### config.mk
export PLATFORM = sky130hd
export DESIGN_NAME = debounced_pin_event_fifo_core
export DESIGN_NICKNAME = d
export VERILOG_FILES = /design/src/design/dpef_pkg.sv /design/src/design/dpef_front.sv /design/src/design/dpef_cmd_queue.sv /design/src/design/dpef_back.sv /design/src/design/debounced_pin_event_fifo_core.sv
export SDC_FILE = /design/constraint.sdc
export NUM_CORES = 1
export LEC_CHECK = 0
export BUFFER_PORTS_ARGS = -buffer_cell sky130_fd_sc_hd__clkbuf_2
export CAP_MARGIN = 10
export CORE_MARGIN = 5
export CORE_UTILIZATION = 53
export CTS_CLUSTER_DIAMETER = 100
export DETAILED_ROUTE_END_ITERATION = 8
export PLACE_DENSITY = 0.77
export SETUP_SLACK_MARGIN = 0.5
export SYNTH_ARGS = -nofsm -noshare
export SYNTH_HDL_FRONTEND = slang
export SYNTH_SLANG_ARGS = --single-unit
### constraint.sdc
create_clock -name clock -period 2.9 [get_ports clock]
set_input_delay 0.435 -clock clock [delete_from_list [all_inputs] [get_ports clock]]
set_output_delay 0.435 -clock clock [all_outputs]
set_load 0.02 [all_outputs]
### src/design/dpef_pkg.sv
// Package for the debounced pin event FIFO.
// Holds the payload structs, the front-to-back command and the register map.
// No dependencies.
package dpef_pkg;

   // Register map
   localparam int unsigned CSR_ADDR_W = 3;
   localparam int unsigned PERIOD_W   = 10;
   localparam logic [PERIOD_W-1:0] PERIOD_RESET = 10'd20;
   localparam logic REG_IDX_PERIOD = 1'b0;

   // Request opcodes
   localparam logic OP_SAMPLE = 1'b0;
   localparam logic OP_READ   = 1'b1;

   typedef struct packed {
      logic opcode;
      logic pin_level;
      logic ms_tick;
   } req_type;

   typedef struct packed {
      logic led_level;
      logic read_valid;
      logic read_bit;
      logic data_waiting;
      logic event_pushed;
      logic oldest_dropped;
   } rsp_type;

   // Classified operation handed from the front to the back
   typedef struct packed {
      logic is_read;
      logic push;
      logic level;
   } cmd_type;

endpackage

### src/design/dpef_front.sv
// Front end: accepts requests, runs edge detection and the debounce countdown.
// Emits one classified command per request. Depends on dpef_pkg.
module dpef_front (
   input  logic                      clock,
   input  logic                      reset,
   input  logic                      req_valid,
   output logic                      req_ready,
   input  dpef_pkg::req_type         req_data,
   input  logic [dpef_pkg::PERIOD_W-1:0] period,
   output logic                      cmd_valid,
   input  logic                      cmd_ready,
   output dpef_pkg::cmd_type         cmd_data
);
   import dpef_pkg::*;

   logic                prev_level_ff, prev_level_in;
   logic                armed_ff, armed_in;
   logic [PERIOD_W-1:0] remaining_ff, remaining_in;
   logic                expire;
   logic                accept;

   assign req_ready = cmd_ready;
   assign cmd_valid = req_valid;
   assign accept    = req_valid && cmd_ready;

   // Classify the item and advance the countdown
   always_comb begin
      prev_level_in = prev_level_ff;
      armed_in      = armed_ff;
      remaining_in  = remaining_ff;
      expire        = 1'b0;
      if (req_data.opcode == OP_SAMPLE) begin
         prev_level_in = req_data.pin_level;
         if (req_data.pin_level != prev_level_ff) begin
            // reload wins over a tick in the same item
            armed_in     = 1'b1;
            remaining_in = period;
         end else if (armed_ff && req_data.ms_tick) begin
            if (remaining_ff <= PERIOD_W'(1)) begin
               remaining_in = '0;
               armed_in     = 1'b0;
               expire       = 1'b1;
            end else begin
               remaining_in = remaining_ff - PERIOD_W'(1);
            end
         end
      end
      cmd_data.is_read = (req_data.opcode == OP_READ);
      cmd_data.push    = expire;
      cmd_data.level   = req_data.pin_level;
   end

   // Hold timer state until a transfer
   always_ff @(posedge clock) begin
      if (reset) begin
         prev_level_ff <= 1'b0;
         armed_ff      <= 1'b0;
         remaining_ff  <= '0;
      end else if (accept) begin
         prev_level_ff <= prev_level_in;
         armed_ff      <= armed_in;
         remaining_ff  <= remaining_in;
      end
   end

endmodule

### src/design/dpef_cmd_queue.sv
// Two-entry command queue between the front and the back ends.
// Depends on dpef_pkg.
module dpef_cmd_queue (
   input  logic              clock,
   input  logic              reset,
   input  logic              in_valid,
   output logic              in_ready,
   input  dpef_pkg::cmd_type in_data,
   output logic              out_valid,
   input  logic              out_ready,
   output dpef_pkg::cmd_type out_data
);
   import dpef_pkg::*;

   cmd_type     slot_ff [2];
   logic        wr_ptr_ff, wr_ptr_in;
   logic        rd_ptr_ff, rd_ptr_in;
   logic [1:0]  count_ff, count_in;
   logic        push, pop;

   assign in_ready  = (count_ff != 2'd2);
   assign out_valid = (count_ff != 2'd0);
   assign out_data  = slot_ff[rd_ptr_ff];
   assign push      = in_valid && in_ready;
   assign pop       = out_valid && out_ready;

   // Advance pointers and occupancy
   always_comb begin
      wr_ptr_in = push ? ~wr_ptr_ff : wr_ptr_ff;
      rd_ptr_in = pop  ? ~rd_ptr_ff : rd_ptr_ff;
      count_in  = count_ff;
      if (push && !pop) count_in = count_ff + 2'd1;
      else if (pop && !push) count_in = count_ff - 2'd1;
   end

   always_ff @(posedge clock) begin
      if (reset) begin
         wr_ptr_ff <= 1'b0;
         rd_ptr_ff <= 1'b0;
         count_ff  <= 2'd0;
      end else begin
         wr_ptr_ff <= wr_ptr_in;
         rd_ptr_ff <= rd_ptr_in;
         count_ff  <= count_in;
      end
   end

   // Store payload on a transfer in
   always_ff @(posedge clock) begin
      if (push) slot_ff[wr_ptr_ff] <= in_data;
   end

endmodule

### src/design/dpef_back.sv
// Back end: event ring, LED drive and the registered response.
// Depends on dpef_pkg.
module dpef_back #(
   parameter int unsigned FIFO_DEPTH = 16
) (
   input  logic              clock,
   input  logic              reset,
   input  logic              cmd_valid,
   output logic              cmd_ready,
   input  dpef_pkg::cmd_type cmd_data,
   output logic              rsp_valid,
   input  logic              rsp_ready,
   output dpef_pkg::rsp_type rsp_data
);
   import dpef_pkg::*;

   localparam int unsigned IDX_W = $clog2(FIFO_DEPTH);
   localparam logic [IDX_W-1:0] LAST_IDX = IDX_W'(FIFO_DEPTH - 1);

   logic             mem [FIFO_DEPTH];
   logic [IDX_W-1:0] widx_ff, widx_in;
   logic [IDX_W-1:0] ridx_ff, ridx_in;
   logic             led_ff, led_in;
   logic             rsp_valid_ff;
   logic             read_valid_ff, read_valid_in;
   logic             pushed_ff, pushed_in;
   logic             dropped_ff, dropped_in;
   logic             waiting_ff;
   logic             rd_data_ff;
   logic             take, empty, full, do_push;

   function automatic logic [IDX_W-1:0] ring_next(input logic [IDX_W-1:0] i);
      return (i == LAST_IDX) ? '0 : i + IDX_W'(1);
   endfunction

   assign cmd_ready = !rsp_valid_ff || rsp_ready;
   assign take      = cmd_valid && cmd_ready;
   assign empty     = (widx_ff == ridx_ff);
   assign full      = (ring_next(widx_ff) == ridx_ff);
   assign do_push   = take && !cmd_data.is_read && cmd_data.push;

   // Carry out the command against the ring
   always_comb begin
      widx_in       = widx_ff;
      ridx_in       = ridx_ff;
      led_in        = led_ff;
      read_valid_in = 1'b0;
      pushed_in     = 1'b0;
      dropped_in    = 1'b0;
      if (take) begin
         if (cmd_data.is_read) begin
            if (!empty) begin
               read_valid_in = 1'b1;
               ridx_in       = ring_next(ridx_ff);
            end
         end else if (cmd_data.push) begin
            led_in    = cmd_data.level;
            pushed_in = 1'b1;
            widx_in   = ring_next(widx_ff);
            if (full) begin
               // drop the oldest event to make room
               ridx_in    = ring_next(ridx_ff);
               dropped_in = 1'b1;
            end
         end
      end
   end

   always_ff @(posedge clock) begin
      if (reset) begin
         widx_ff      <= '0;
         ridx_ff      <= '0;
         led_ff       <= 1'b0;
         rsp_valid_ff <= 1'b0;
      end else begin
         widx_ff <= widx_in;
         ridx_ff <= ridx_in;
         led_ff  <= led_in;
         if (take) rsp_valid_ff <= 1'b1;
         else if (rsp_ready) rsp_valid_ff <= 1'b0;
      end
   end

   // Response payload, held while stalled
   always_ff @(posedge clock) begin
      if (take) begin
         read_valid_ff <= read_valid_in;
         pushed_ff     <= pushed_in;
         dropped_ff    <= dropped_in;
         waiting_ff    <= (widx_in != ridx_in);
      end
   end

   // Event store: write on push, registered read at the head
   always_ff @(posedge clock) begin
      if (do_push) mem[widx_ff] <= cmd_data.level;
      if (take) rd_data_ff <= mem[ridx_ff];
   end

   assign rsp_valid               = rsp_valid_ff;
   assign rsp_data.led_level      = led_ff;
   assign rsp_data.read_valid     = read_valid_ff;
   assign rsp_data.read_bit       = rd_data_ff & read_valid_ff;
   assign rsp_data.data_waiting   = waiting_ff;
   assign rsp_data.event_pushed   = pushed_ff;
   assign rsp_data.oldest_dropped = dropped_ff;

endmodule

### src/design/debounced_pin_event_fifo_core.sv
// Top level of the debounced pin event FIFO: register port, front, queue, back.
// Depends on dpef_pkg, dpef_front, dpef_cmd_queue and dpef_back.
//
// Pin samples and event reads enter on the req channel; every item gives one
// response on the rsp channel, in order. The block takes one item per clock
// cycle when the response side keeps up; a response follows its item through
// front classification into the command queue, then the ring access in the
// back end, whose read of the event store is registered into the response.
// A two-entry command queue lets the front keep accepting while the response
// is stalled, until the queue is full. The debounce period register sits at
// byte address 0 and should be written only while the block is idle; the event
// store needs no clearing after reset.
module debounced_pin_event_fifo_core #(
   parameter int unsigned FIFO_DEPTH = 16
) (
   input  logic                              clock,
   input  logic                              reset,
   input  logic                              req_valid,
   output logic                              req_ready,
   input  dpef_pkg::req_type                 req_data,
   output logic                              rsp_valid,
   input  logic                              rsp_ready,
   output dpef_pkg::rsp_type                 rsp_data,
   input  logic                              psel,
   input  logic                              penable,
   input  logic                              pwrite,
   input  logic [dpef_pkg::CSR_ADDR_W-1:0]   paddr,
   input  logic [31:0]                       pwdata,
   output logic [31:0]                       prdata,
   output logic                              pready
);
   import dpef_pkg::*;

   logic [PERIOD_W-1:0] period_ff;
   logic                f_valid, f_ready;
   cmd_type             f_cmd;
   logic                q_valid, q_ready;
   cmd_type             q_cmd;

   // Register port
   assign pready = 1'b1;
   assign prdata = (paddr[2] == REG_IDX_PERIOD) ? 32'(period_ff) : 32'd0;

   always_ff @(posedge clock) begin
      if (reset) begin
         period_ff <= PERIOD_RESET;
      end else if (psel && penable && pwrite && pready && (paddr[2] == REG_IDX_PERIOD)) begin
         period_ff <= pwdata[PERIOD_W-1:0];
      end
   end

   dpef_front u_front (
      .clock     (clock),
      .reset     (reset),
      .req_valid (req_valid),
      .req_ready (req_ready),
      .req_data  (req_data),
      .period    (period_ff),
      .cmd_valid (f_valid),
      .cmd_ready (f_ready),
      .cmd_data  (f_cmd)
   );

   dpef_cmd_queue u_queue (
      .clock     (clock),
      .reset     (reset),
      .in_valid  (f_valid),
      .in_ready  (f_ready),
      .in_data   (f_cmd),
      .out_valid (q_valid),
      .out_ready (q_ready),
      .out_data  (q_cmd)
   );

   dpef_back #(
      .FIFO_DEPTH (FIFO_DEPTH)
   ) u_back (
      .clock     (clock),
      .reset     (reset),
      .cmd_valid (q_valid),
      .cmd_ready (q_ready),
      .cmd_data  (q_cmd),
      .rsp_valid (rsp_valid),
      .rsp_ready (rsp_ready),
      .rsp_data  (rsp_data)
   );

endmodule

==> results of run 1 <==
-- power by group through the flow --
stage               clock network (µW)  registers (µW)  logic [µW]
finish                             699            1150         708
global route                       766            1160         775
CTS                                716            1150         693
detailed placement                   0            1170         659
global placement                     0            1170         637
floorplan                            0            1160         549
-- area by class of cell --
| type | count | area, µm² |
|---|---|---|
| multi-input cells | 256 | 1610 |
| repair buffers | 50 | 280 |
| clock inverters | 5 | 30.0 |
| flip-flops and latches | 64 | 1570 |
| fillers | 527 | 2480 |
| inverters | 7 | 26.3 |
| clock buffers | 11 | 153 |
| well taps | 77 | 96.3 |
-- layer usage --
metal  vias up  GRT usage [%]
met4         0           7.04
met1      1140           20.8
met2        62           28.3
met3        10           5.44
li1       1229              -
met5         -              0
-- cells in the final DEF (no fill, tap or decap), types with 3 or more instances in the layout --
cell	count
sky130_fd_sc_hd__clkbuf_8	9
sky130_fd_sc_hd__nor3_1	10
sky130_fd_sc_hd__nor2b_1	12
sky130_fd_sc_hd__mux4_2	5
sky130_fd_sc_hd__conb_1	23
sky130_fd_sc_hd__nor4_1	3
sky130_fd_sc_hd__ha_1	6
sky130_fd_sc_hd__o21ai_0	7
sky130_fd_sc_hd__clkinv_2	3
sky130_fd_sc_hd__nand2_1	41
sky130_fd_sc_hd__edfxtp_1	27
sky130_fd_sc_hd__a221oi_1	3
sky130_fd_sc_hd__nand2b_1	6
sky130_fd_sc_hd__nand3b_1	3
sky130_fd_sc_hd__dfxtp_1	32
sky130_fd_sc_hd__buf_4	12
sky130_fd_sc_hd__clkbuf_2	38
sky130_fd_sc_hd__xor2_1	8
sky130_fd_sc_hd__a21oi_1	23
sky130_fd_sc_hd__a22oi_1	4
sky130_fd_sc_hd__xnor2_1	12
sky130_fd_sc_hd__nor2_1	50
sky130_fd_sc_hd__inv_1	5
sky130_fd_sc_hd__dfxtp_4	3
-- cells by family (layout without fill, tap and decap cells) --
logic type      Yosys count  after routing  synth area share [%]
compound gates           50             50                  9.67
xor+xnor                 22             22                  6.19
fa+ha+maj                 8              8                  3.00
buf+inv                  50             73                  9.11
flops                    64             64                  46.5
mux                      11             11                  5.25
other cells               2             23                 0.225
simple gates            142            142                  20.1
-- per-stage QoR --
step / std cells / setup WS [ns]
final: 470 / 0.521
after floorplan: 370 / 0.502
after detailed placement: 447 / 0.232
after CTS: 468 / 0.505
after global routing: 470 / 0.385
after global placement: 447 / 0.305
-- path summary, 6_finish.rpt --
path / slack, ns / depth (start not counted) / end / start
setup / recovery: 0.52 / 9 / u_back.waiting_ff / u_back.widx_ff[0]
hold / removal: 0.31 / 3 / period_ff[4] / pwdata[4]
setup reg to reg: 0.52 / 9 / u_back.waiting_ff / u_back.widx_ff[0]
hold reg to reg: 0.48 / 2 / period_ff[9] / period_ff[9]
-- cells in the mapped netlist (all sizes together) (2+ instances only) --
library cell   n  share of area (%)
a221oi         3               0.79
inv            7               0.79
o21ai          8                1.5
nor4           3               0.56
and2           2               0.37
clkbuf        10                1.1
edfxtp        27                 24
a222oi         2               0.60
nand3          3               0.45
xnor2         13                3.4
a22oi          4               0.90
mux2           2               0.67
nor2b         12                2.2
or2            2               0.37
mux2i          4                1.2
nand2         41                4.6
buf           33                7.2
conb           2               0.23
nand3b         3               0.67
mux4           5                3.4
nor3          10                1.5
or3            2               0.53
dfxtp         37                 22
a21oi         23                3.4
nor2          50                5.6
xor2           8                2.1
and4b          2               0.60
a31oi          2               0.37
ha             8                3.0
nand2b         6                1.1
-- tightest hold or removal path: stages --
cell                       delay [ns]
sky130_fd_sc_hd__clkbuf_2        0.07
sky130_fd_sc_hd__nand2_1         0.04
sky130_fd_sc_hd__nand3b_1        0.07
-- state kept, by name, summed over array words and instances (netlist names), 2 cells and up, named ones only --
name,flops
period_ff,10
u_back.mem,16
u_back.ridx_ff,4
u_back.widx_ff,4
u_front.remaining_ff,10
u_queue.count_ff,2
u_queue.slot_ff,6
-- timing repair --
action,CTS,global route
resized for setup,12,7
hold buffers,0,0
endpoints found under the setup margin,2,1
gates cloned,0,0
pin swaps,7,5
setup buffers,5,2
==> results list, run 1 <==
* Outcome: completed
- Clock tree root driver cell: sky130_fd_sc_hd__clkbuf_8
* Fraction of final layout cells sized beyond drive strength 1: 23.2%
- For the final database, setup skew stands at 0.00764 ns.
* DRC violations left: 0
* Starting density of the core: 53.5%
- In the final routed layout, each cell accounts on average for 13.6 µm.
- Comb pwr share: 27.7%
- The internal portion of the total power is 1720 µW.
* Clk_lat worst skew: 0.34 ns
- The clock passes through at most 2 buffers.
- Distinct cell type count after synthesis: 50
- Max-cap violations in this run came to 0.
- Data on the critical path is required at its endpoint by 2.99 ns.
- Die outline height: 89.4 µm
- The area growth from synthesis to layout is 12.7%.
* Met1 WL: 2800 µm
* Clock tree from TritonCTS: done
- Summed over all nets, wire length on met2 after detailed routing comes to 3180 µm.
- Counting every sink on the clock net gives 64.
* Tightest slew margin relative to the limit: 48.5%
- Antenna Violating Nets Remaining: 0
* Number of design-rule violations left by the first detailed-router iteration: 118
- Combined area of all synthesized cells: 3340 µm²
- The core region is 6240 µm².
* CP startpoint kind: register
- Area after DPL: 3460 µm²
- Summing internal, switching and leakage power gives 2560 µW.
- In this run the static leakage power is 0.00147 µW.
- Together, buffers and inverters on the worst path number 1.
- Worst-path clk slew: 0.07 ns
- Detailed placement ended at an HPWL of 4450 µm.
- The total overflow left after global routing is 0.
* Maximum frequency from static timing analysis: 420 MHz
- Summed over all nets, the switching power comes to 835 µW.
- Final-layout worst hold slack: 0.306 ns
* Top delay family on crit path: compound AO/OA/AOI/OAI gates
- Counting the buffers created by CTS gives 9.
- After floorplanning, the core was divided into 29 placement rows.
- During I/O placement, the number of pins put on the boundary was 86.
- Cells fill 60.3% of the core in the end.
* Avg Synthesized Cell Area: 9.56 µm²
* Vias in the first global route: 2334
- Share of synthesized flip-flops with an asynchronous set or reset: 0%
* Number of hold-slack violations in the final timing report: 0
* Period Utilization, post-route: 82.0%
- The most used flip-flop cell after synthesis is sky130_fd_sc_hd__dfxtp_1.
- Type of destination of the critical path: register
- Post-synth EDFFs: 27
- Number of antenna violations at the first check in global routing: 0
* Crit-path slowest cell: sky130_fd_sc_hd__or3_4
- Share of synthesized area occupied by flip-flops and latches: 46.5%
- Final number of setup-violating endpoints: 0
- Post-route minimum period: 2.38 ns
- After detailed routing, no signal wire sits above met4.
* Total Nets Final: 441
- In this run, synthesis produced a sequential element count of 64.
- The H-tree was split into 3 levels.
- Maximum vdd ir drop: 0.453 mV
* Highest cell delay on the worst timing path: 0.40 ns
- Switching Fraction: 32.7%
- The congestion estimate from routability-driven global placement came to 0.860.
* Number of pins exceeding their max-slew limit in the final report: 0
- Share of total power in the clock network: 27.3%
- Number of instances in the synthesized netlist: 349
- Walking the worst path, the cells encountered are ha_2 -> a31oi_4 -> xor2_1 -> or3_4 -> o21ai_4 -> buf_4 -> a32o_2 -> xor2_1 -> nand4_1.
* Final sum of negative setup slack: 0 ns
- Setup repair after global routing could not meet its margin everywhere.
* Hold WC Path Type: input pin to register
- The final layout contains routed wiring with a total length of 6400 µm.
- In the global route stage, overall resource usage came out at 17.2%.
- For this block, the via count after detailed routing is 2441.
- The critical path is of the register to register type.
- Dividing total power by cell area gives a power density of 680 nW/µm².
* Wire length on met3: 327 µm
* Global-route wire length before repair: 10500 µm
* Warnings, synthesis: 0
* Data arrival time of the critical path: 2.46 ns
- The die covers 7980 µm².
- Among the stages of the critical path, the cell type that occurs most often is sky130_fd_sc_hd__xor2_1.
* Pin count of the biggest net entering global routing: 38
- Post-route standard cell area excluding fillers: 3760 µm²
- Registers are responsible for 45.0% of the overall power.
- Using the TritonRoute via totals, the vias-per-cell ratio works out to 5.19.
* CP max FO: 5
- Length of the first detailed-routing pass in iterations: 4
- At the pin with the least slew margin, the transition time is 0.773 ns.
- From left edge to right edge, the die measures 89.4 µm.
- Count of buffers inserted at the top-level ports: 38
- 0 antenna diodes ended up in the layout.
No activity file was read; power rests on OpenSTA's default activity.
==> inputs of run 2 (changes only) <==
--- a/config.mk
+++ b/config.mk
@@ -5,10 +5,11 @@
 export SDC_FILE = /design/constraint.sdc
 export NUM_CORES = 1
 export LEC_CHECK = 0
+export ABC_AREA = 1
 export BUFFER_PORTS_ARGS = -buffer_cell sky130_fd_sc_hd__clkbuf_2
 export CAP_MARGIN = 10
 export CORE_MARGIN = 5
-export CORE_UTILIZATION = 53
+export CORE_UTILIZATION = 54
 export CTS_CLUSTER_DIAMETER = 100
 export DETAILED_ROUTE_END_ITERATION = 8
 export PLACE_DENSITY = 0.77
==> constraint.sdc (replaced) <==
create_clock -name clock -period 2.4 [get_ports clock]
set_input_delay 0.36 -clock clock [delete_from_list [all_inputs] [get_ports clock]]
set_output_delay 0.36 -clock clock [all_outputs]
set_load 0.02 [all_outputs]
==> run 2 against run 1 <==
  * Global-route usage grew 1.2 points
  * Clock power grew 27%
  * Power grew 75%
  * First-iteration DRC count rose by 68%
  * Maximum frequency increased by 12%
  * Count of clock-buffer cells in the layout unchanged
  * Largest cell class unchanged
  * Non-clock buffer count increased by 16
  * Critical endpoint unchanged
  * Via count grew 27%
  * Utilization is 2.2 points higher
==> results list, run 2 <==
- Outcome: completed
- Final sum of negative setup slack: 0 ns (unchanged)
- Max-cap violation count: 0 (unchanged)
- Most common library cell in the layout ignoring fill and taps: sky130_fd_sc_hd__nand2_1
* FP Rows: 30 (+3.4%)
* Comb pwr share: 46.4% (+19 points)
* Fraction of final layout cells sized beyond drive strength 1: 24.3% (+1.2 points)
* Post-synth EDFFs: 27 (unchanged)
- The share of power burned in registers came to 33.6% (-11 points).
- The total congestion overflow was 0 (unchanged).
* Distinct cell type count after synthesis: 38 (-24%)
- The average cell area after synthesis is 7.65 µm² (-20%).
* Die Width: 92.1 µm (+3.0%)
* Area share of the largest cell type after synthesis: 22.3% (-2.0 points)
- Length of the first detailed-routing pass in iterations: 4 (unchanged)
- Overall power after layout: 4470 µW (+75%)
- H-tree level count: 3 (unchanged)
- Worst-path clk slew: 0.07 ns (about the same)
- Type of destination of the critical path: register
* Post-route standard cell area excluding fillers: 4180 µm² (+11%)
* Maximum frequency from static timing analysis: 472 MHz (+12%)
* Post-synthesis to final-layout area growth: 14.8%
* Total routing usage reported by global routing: 18.4% (+1.2 points)
* Number of pins exceeding their max-slew limit in the final report: 0 (unchanged)
* Pin count of the biggest net entering global routing: 19 (-50%)
- Power density relative to cell area: 1070 nW/µm² (+58%)
- Ratio of routed vias to standard cells: 5.00 (-3.7%)
- Number of design-rule violations left by the first detailed-router iteration: 198 (+68%)
* Hold WC Path Type: input pin to register
* Final number of setup-violating endpoints: 0 (unchanged)
* Antenna Violating Nets Remaining: 0 (unchanged)
- The total internal power came to 2610 µW (+51%).
- The sequential fraction of the synthesis area was 42.7% (-3.8 points).
* Clock sink total: 64 (unchanged)
- Number of flip-flops under the largest register name: 16 (unchanged)
* Share of total power in the clock network: 19.9% (-7.4 points)
- Leading cell type by number of instances after synthesis: sky130_fd_sc_hd__nand2_1
- Routability congestion estimate from global placement: 0.875 (+1.7%)
- Setup slack after placement: 0.333 ns (+0.101 ns)
* Register ranked first by flip-flop count: u_back.mem
* Area after DPL: 3790 µm² (+9.4%)
- The arrival time at the worst endpoint was 2.21 ns (-0.25 ns).
- WL/cell: 12.3 µm (-9.7%)
- Half-perimeter wire length after placement: 5430 µm (+22%)
- The count of inserted antenna diode cells was 0 (unchanged).
- The cell leakage power is 0.00193 µW (+32%).
- Setup repair after global routing could not meet its margin everywhere.
* Total Nets Final: 586 (+33%)
* Vias: 3090 (+27%)
* Warnings, synthesis: 0 (unchanged)
- Switching Fraction: 41.7% (+9.0 points)
- The worst setup path is launched from a register.
- Inserted Clock Buffers: 9 (unchanged)
- Clk_lat worst skew: 0.35 ns (about the same)
- Period Utilization, post-route: 88.2% (+6.2 points)
- The cell count of the worst hold path came to 3 (unchanged).
* Largest clock skew in the final design: 0.00828 ns (+0.000635 ns)
- Biggest area consumer among synthesized cells: sky130_fd_sc_hd__edfxtp_1
- Switch Pwr: 1860 µW (+120%)
* Leading registers by flop count: u_back.mem (16), period_ff (10), u_front.remaining_ff (10)
- The count of buffers inserted at the top-level ports was 38 (unchanged).
* Boundary pin count: 86 (unchanged)
- The number of global-route vias before repair came to 2862 (+23%).
- Worst-case clock buffer depth: 2 (unchanged)
- For this run, the leading register cell type out of synthesis is sky130_fd_sc_hd__dfxtp_1.
- The initial cell density of the core came to 54.4% (+0.95 points).
* Combined area of all synthesized cells: 3640 µm² (+9.0%)
- By count the netlist is led by sky130_fd_sc_hd__nand2_1 (87), sky130_fd_sc_hd__nor2_1 (69), sky130_fd_sc_hd__inv_1 (51), sky130_fd_sc_hd__dfxtp_1 (37), sky130_fd_sc_hd__a21oi_1 (31).
- Area inside the core boundary: 6680 µm² (+7.1%)
- CP max FO: 6 (+1)
* Length in cells of the worst reg-to-reg path: 17 (+8)
* Number of antenna violations at the first check in global routing: 0 (unchanged)
* Clock tree from TritonCTS: done
- Die Footprint: 8470 µm² (+6.1%)
* Share of synthesized flip-flops with an asynchronous set or reset: 0% (unchanged)
- The final number of hold-violating endpoints came to 0 (unchanged).
- Number of instances in the synthesized netlist: 475 (+36%)
* Dominant cells by area after synthesis: sky130_fd_sc_hd__edfxtp_1 (22%), sky130_fd_sc_hd__dfxtp_1 (20%), sky130_fd_sc_hd__nand2_1 (9.0%), sky130_fd_sc_hd__nor2_1 (7.1%), sky130_fd_sc_hd__buf_4 (5.8%)
* Commonest cells after routing, fill and taps aside: sky130_fd_sc_hd__nand2_1 (84), sky130_fd_sc_hd__nor2_1 (69), sky130_fd_sc_hd__inv_1 (49)
- The share of the core filled with cells in the final layout is 62.5% (+2.2 points).
- The critical path required time was 2.49 ns (-0.50 ns).
* DRC violations left: 0 (unchanged)
- Clock tree synthesis selected as its root buffer the cell sky130_fd_sc_hd__clkbuf_8.
* Global-route wire length before repair: 12500 µm (+19%)
* Critical path type: register to register
- The fill cell total of the finished layout is 587 (+11%).
* Die outline height: 92.1 µm (+3.0%)
* Post-Route WL: 7600 µm (+19%)
* Maximum vdd ir drop: 0.551 mV (+22%)
* Flip-flop and latch count after synthesis: 64 (unchanged)
- Post-route minimum period: 2.12 ns (-0.261 ns)
- The final setup slack of the worst path is 0.282 ns (-0.239 ns).
-- run 2: cell types whose count changed after synthesis, moves of 12 or more --
cell,previous run,this run
sky130_fd_sc_hd__nand2_1,41,87
sky130_fd_sc_hd__inv_1,7,51
sky130_fd_sc_hd__o21ai_0,7,30
sky130_fd_sc_hd__nand3_1,3,22
sky130_fd_sc_hd__nor2_1,50,69
sky130_fd_sc_hd__nand2_2,0,13
sky130_fd_sc_hd__nor2b_1,12,0
sky130_fd_sc_hd__xnor2_1,13,1
-- run 2: per-stage QoR --
step                instances  hold WS [ns]
global placement          580         0.436
floorplan                 496         0.426
global route              618         0.247
detailed placement        580         0.443
finish                    618         0.228
CTS                       605         0.215
-- run 2: layout make-up --
type | count | area, µm² | area share [%]
Clock buffer | 11 | 131 | 3.15
Clock inverter | 5 | 57.6 | 1.38
Inverter | 62 | 243 | 5.81
Multi-Input combinational cell | 330 | 1680 | 40.2
Sequential cell | 64 | 1560 | 37.4
Tap cell | 80 | 100 | 2.40
Timing Repair Buffer | 66 | 404 | 9.68
-- run 2: layer usage --
layer / GRT usage (%) / vias to the layer above / part of all wire (%)
met5: 0 / - / 0
met4: 8.91 / 0 / 1.7
met3: 4.51 / 13 / 5.6
met2: 30.5 / 96 / 50
met1: 22.4 / 1382 / 43
li1: - / 1599 / -
-- run 2: worst max-delay path, stage by stage, from the launching register on --
cell                      delay, ns
sky130_fd_sc_hd__dfxtp_4       0.39
sky130_fd_sc_hd__inv_6         0.05
sky130_fd_sc_hd__ha_4          0.26
sky130_fd_sc_hd__inv_1         0.04
sky130_fd_sc_hd__nand2_1       0.04
sky130_fd_sc_hd__nand2_1       0.05
sky130_fd_sc_hd__nor2_1        0.08
sky130_fd_sc_hd__nand2_1       0.09
sky130_fd_sc_hd__nor2_4        0.15
sky130_fd_sc_hd__nand2_4       0.08
sky130_fd_sc_hd__nand2_4       0.09
sky130_fd_sc_hd__nand3_1       0.09
sky130_fd_sc_hd__nand2_1       0.10
sky130_fd_sc_hd__nand2_1       0.08
sky130_fd_sc_hd__nand2_1       0.07
sky130_fd_sc_hd__nand2_1       0.05
sky130_fd_sc_hd__nor2_1        0.11
sky130_fd_sc_hd__nand2_1       0.06
-- run 2: power groups by stage --
| stage | combinational [µW] | sequential, µW | clock, µW |
|---|---|---|---|
| floorplan | 1540 | 1510 | 0 |
| finish | 2080 | 1500 | 891 |
| detailed placement | 1880 | 1530 | 0 |
| global route | 2330 | 1520 | 970 |
| global placement | 1830 | 1520 | 0 |
| CTS | 1990 | 1500 | 914 |
-- run 2: final timing paths --
| check | startpoint | end | slack [ns] |
|---|---|---|---|
| setup / recovery | u_back.widx_ff[0] | u_back.waiting_ff | 0.28 |
| hold / removal | pwdata[4] | period_ff[4] | 0.23 |
| setup reg to reg | u_back.widx_ff[0] | u_back.waiting_ff | 0.28 |
| hold reg to reg | u_queue.rd_ptr_ff | register | 0.45 |
-- run 2: what timing repair did --
action                                  4_1_cts  5_1_grt
hold buffers                                  0        0
setup buffers                                 9       13
pin swaps                                     3        5
resized for setup                             2       10
endpoints found under the setup margin        1        9
-- run 2: kinds of logic after synthesis --
logic type	Yosys count	share of synthesized area, %
simple gates	215	26.7
compound gates	80	12.3
fa+ha+maj	8	2.75
xor+xnor	4	1.17
buf+inv	102	14.2
flops	64	42.7
other cells	2	0.207
==> inputs of run 3 (changes only) <==
--- a/config.mk
+++ b/config.mk
@@ -9,10 +9,10 @@
 export BUFFER_PORTS_ARGS = -buffer_cell sky130_fd_sc_hd__clkbuf_2
 export CAP_MARGIN = 10
 export CORE_MARGIN = 5
-export CORE_UTILIZATION = 54
+export CORE_UTILIZATION = 49
 export CTS_CLUSTER_DIAMETER = 100
 export DETAILED_ROUTE_END_ITERATION = 8
-export PLACE_DENSITY = 0.77
+export PLACE_DENSITY = 0.74
 export SETUP_SLACK_MARGIN = 0.5
 export SYNTH_ARGS = -nofsm -noshare
 export SYNTH_HDL_FRONTEND = slang
==> run 3 against run 2 <==
  * Utilization down 5.2 points
  * Via count fell by 0.13%
  * Highest routed layer unchanged
  * Combinational power fell by 2%
  * Critical path depth is 1 lower
  * Count of clock-buffer cells in the layout rose by 1
  * Wire length up 1.8%
  * Sequential power about the same
  * Critical endpoint unchanged
  * Critical path type unchanged
  * First-iteration DRC count shrank 2.5%
==> results list, run 3 (synthesis results as in run 2) <==
- The library cells used most frequently in the layout, excluding fill and tap cells, are sky130_fd_sc_hd__nand2_1 (82), sky130_fd_sc_hd__nor2_1 (69), sky130_fd_sc_hd__inv_1 (49).
- Broken down by cell family, the worst path's largest delay share belongs to simple AND/OR/NAND/NOR gates.
* Crit-path slowest cell: sky130_fd_sc_hd__dfxtp_4
- The number of nets in the finished design was 578 (-1.4%).
- The number of standard-cell rows in the floorplan is 31 (+3.3%).
- The routed length on met2 was 3750 µm (-1.6%).
- Number of antenna violations at the first check in global routing: 0 (unchanged)
* Die outline height: 96.1 µm (+4.4%)
- Die Footprint: 9240 µm² (+9.1%)
- The flip-flop and latch area is 1560 µm² (about the same).
- The time the worst path needs with I/O delays and setup is 2.05 ns (-0.0648 ns).
- Vias in the first global route: 3073 (+7.4%)
- The run finished with clean final reports.
* Worst-path clk slew: 0.07 ns (about the same)
* CP max FO: 6 (unchanged)
* Total routing usage reported by global routing: 18.3% (-0.13 points)
* Fraction of final layout cells sized beyond drive strength 1: 23.8% (-0.58 points)
- The fmax is 487 MHz (+3.2%).
- Setup slack after placement: 0.252 ns (-0.0816 ns)
* Count of buffers inserted at the top-level ports: 38 (unchanged)
* Final number of setup-violating endpoints: 0 (unchanged)
- Highest cell delay on the worst timing path: 0.37 ns (-0.02 ns)
* Vias: 3086 (-0.13%)
* Uppermost layer routed: met4
* Cell with the most instances on the worst path: sky130_fd_sc_hd__nand2_2
* Most common library cell in the layout ignoring fill and taps: sky130_fd_sc_hd__nand2_1
* Inserted Clock Buffers: 9 (unchanged)
* Antenna Diode Count: 0 (unchanged)
- Antenna Violating Nets Remaining: 0 (unchanged)
* Cells along the critical path: ha_1 -> inv_1 -> nand2_2 -> nand2_2 -> nand2_2 -> nand2_2 -> nand2_2 -> nand2_4 -> nand2_4 -> nand3_1 -> nand2_1 -> buf_4 -> nand3b_1 -> nand2_1 -> nor2_1 -> nand2_1
- The total I/O pin count is 86 (unchanged).
- The maximum level of the CTS H-tree is 3 (unchanged).
* Ratio of routed vias to standard cells: 4.91 (-1.9%)
- The overall die width was 96.1 µm (+4.4%).
* Type of destination of the critical path: register
- The arrival time at the worst endpoint is 2.16 ns (-0.05 ns).
* Wire length on met3: 416 µm (-1.4%)
- Critical Path Stages: 16 (-1)
* Area inside the core boundary: 7250 µm² (+8.6%)
* Global-route wire length before repair: 13300 µm (+5.9%)
* Number of hold-slack violations in the final timing report: 0 (unchanged)
* Overall power after layout: 4450 µW (-0.61%)
- The initial cell density of the core was 50.1% (-4.3 points).
* Pin count of the biggest net entering global routing: 20 (+1)
* Routability congestion estimate from global placement: 0.856 (-2.1%)
- Final sum of negative setup slack: 0 ns (unchanged)
- Hold WC Path Type: input pin to register
* Number of buffers and inverters on the critical path: 2 (unchanged)
* Number of pins exceeding their max-slew limit in the final report: 0 (unchanged)
- Req. time, crit path: 2.51 ns (+0.02 ns)
* Leading registers by flop count: u_back.mem (16), period_ff (10), u_front.remaining_ff (10)
* DRC violations left: 0 (unchanged)
* Worst-case clock buffer depth: 2 (unchanged)
* Clk_lat worst skew: 0.35 ns (about the same)
* WHS Path Cells: 3 (unchanged)
- The number of search-and-repair iterations in the first detailed-routing pass is 4 (unchanged).
- Setup repair after global routing could not meet its margin everywhere.
- CP startpoint kind: register
- Number of design-rule violations left by the first detailed-router iteration: 193 (-2.5%)
- The final setup slack of the worst path is 0.347 ns (+0.0648 ns).
- Post-Route WL: 7730 µm (+1.8%)
- The ratio of final minimum period to clock period is 85.5% (-2.7 points).
- Half-perimeter wire length after placement: 5520 µm (+1.8%)
- Largest clock skew in the final design: 0.0140 ns (+0.00575 ns)
- Maximum vdd ir drop: 0.755 mV (+37%)
- WL/cell: 12.3 µm (about the same)
- Clock tree from TritonCTS: done
* Number of flip-flops under the largest register name: 16 (unchanged)
- Register ranked first by flip-flop count: u_back.mem
- The cell leakage power came to 0.00191 µW (-1.2%).
* Clock sink total: 64 (unchanged)
- Multi-input logic area: 1690 µm² (+0.60%)
- Grt total ovfl: 0 (unchanged)
- The worst setup path is of the register to register kind.
* # fillers: 662 (+13%)
* Clock tree root driver cell: sky130_fd_sc_hd__clkbuf_8
- Met1 WL: 3450 µm (+6.5%)
* Length in cells of the worst reg-to-reg path: 16 (-1)
- Relative to the synthesized area, the layout overhead comes to 14.2%.
- Max-cap violation count: 0 (unchanged)
* Power density relative to cell area: 1070 nW/µm² (about the same)
## run 3: per-layer routing
metal	vias up	global-route usage (%)
met2	86	30.8
met1	1399	23.1
met3	10	4.61
met5	-	0
li1	1591	-
met4	0	5.33
## run 3: where the power goes
part | internal, µW | total, µW | switching, µW
clock network | 476 | 904 | 427
registers | 1390 | 1500 | 107
logic | 697 | 2040 | 1350
total | 2560 | 4450 | 1880
## run 3: stage by stage
step                instances  util (%)  cell area [µm²]  hold WS [ns]
global placement          596      52.3             3790         0.438
global route              629      57.3             4150         0.243
finish                    629      57.3             4150         0.229
floorplan                 496         -             3730         0.426
CTS                       624      56.5             4100         0.220
detailed placement        596      52.3             3790         0.445
## run 3: area by class of cell
class,instances,share of cell area [%]
Inverter,62,5.84
Clock inverter,4,0.602
Tap cell,99,2.98
Timing Repair Buffer,58,8.28
Clock buffer,12,4.10
Multi-Input combinational cell,330,40.7
Sequential cell,64,37.5
## run 3: worst min-delay path, delay by kind of cell
family / cells / cell delay, ns
and+or+nand+nor: 1 / 0.04
AOI/OAI and AO/OA: 1 / 0.06
buffers and inverters: 1 / 0.07
## run 3: timing repair
item | CTS | global route
gates resized for setup | 7 | 7
endpoints found under the setup margin | 1 | 11
buffers inserted | 12 | 5
hold buffers | 0 | 0
pin swaps | 9 | 9
## run 3: worst paths after layout
kind                                         from                end  slack (ns)
worst max register to register  u_back.widx_ff[0]  u_back.waiting_ff        0.35
worst min-delay path                    pwdata[2]       period_ff[2]        0.23
worst max-delay path            u_back.widx_ff[0]  u_back.waiting_ff        0.35
worst min register to register  u_queue.rd_ptr_ff  u_queue.rd_ptr_ff        0.45
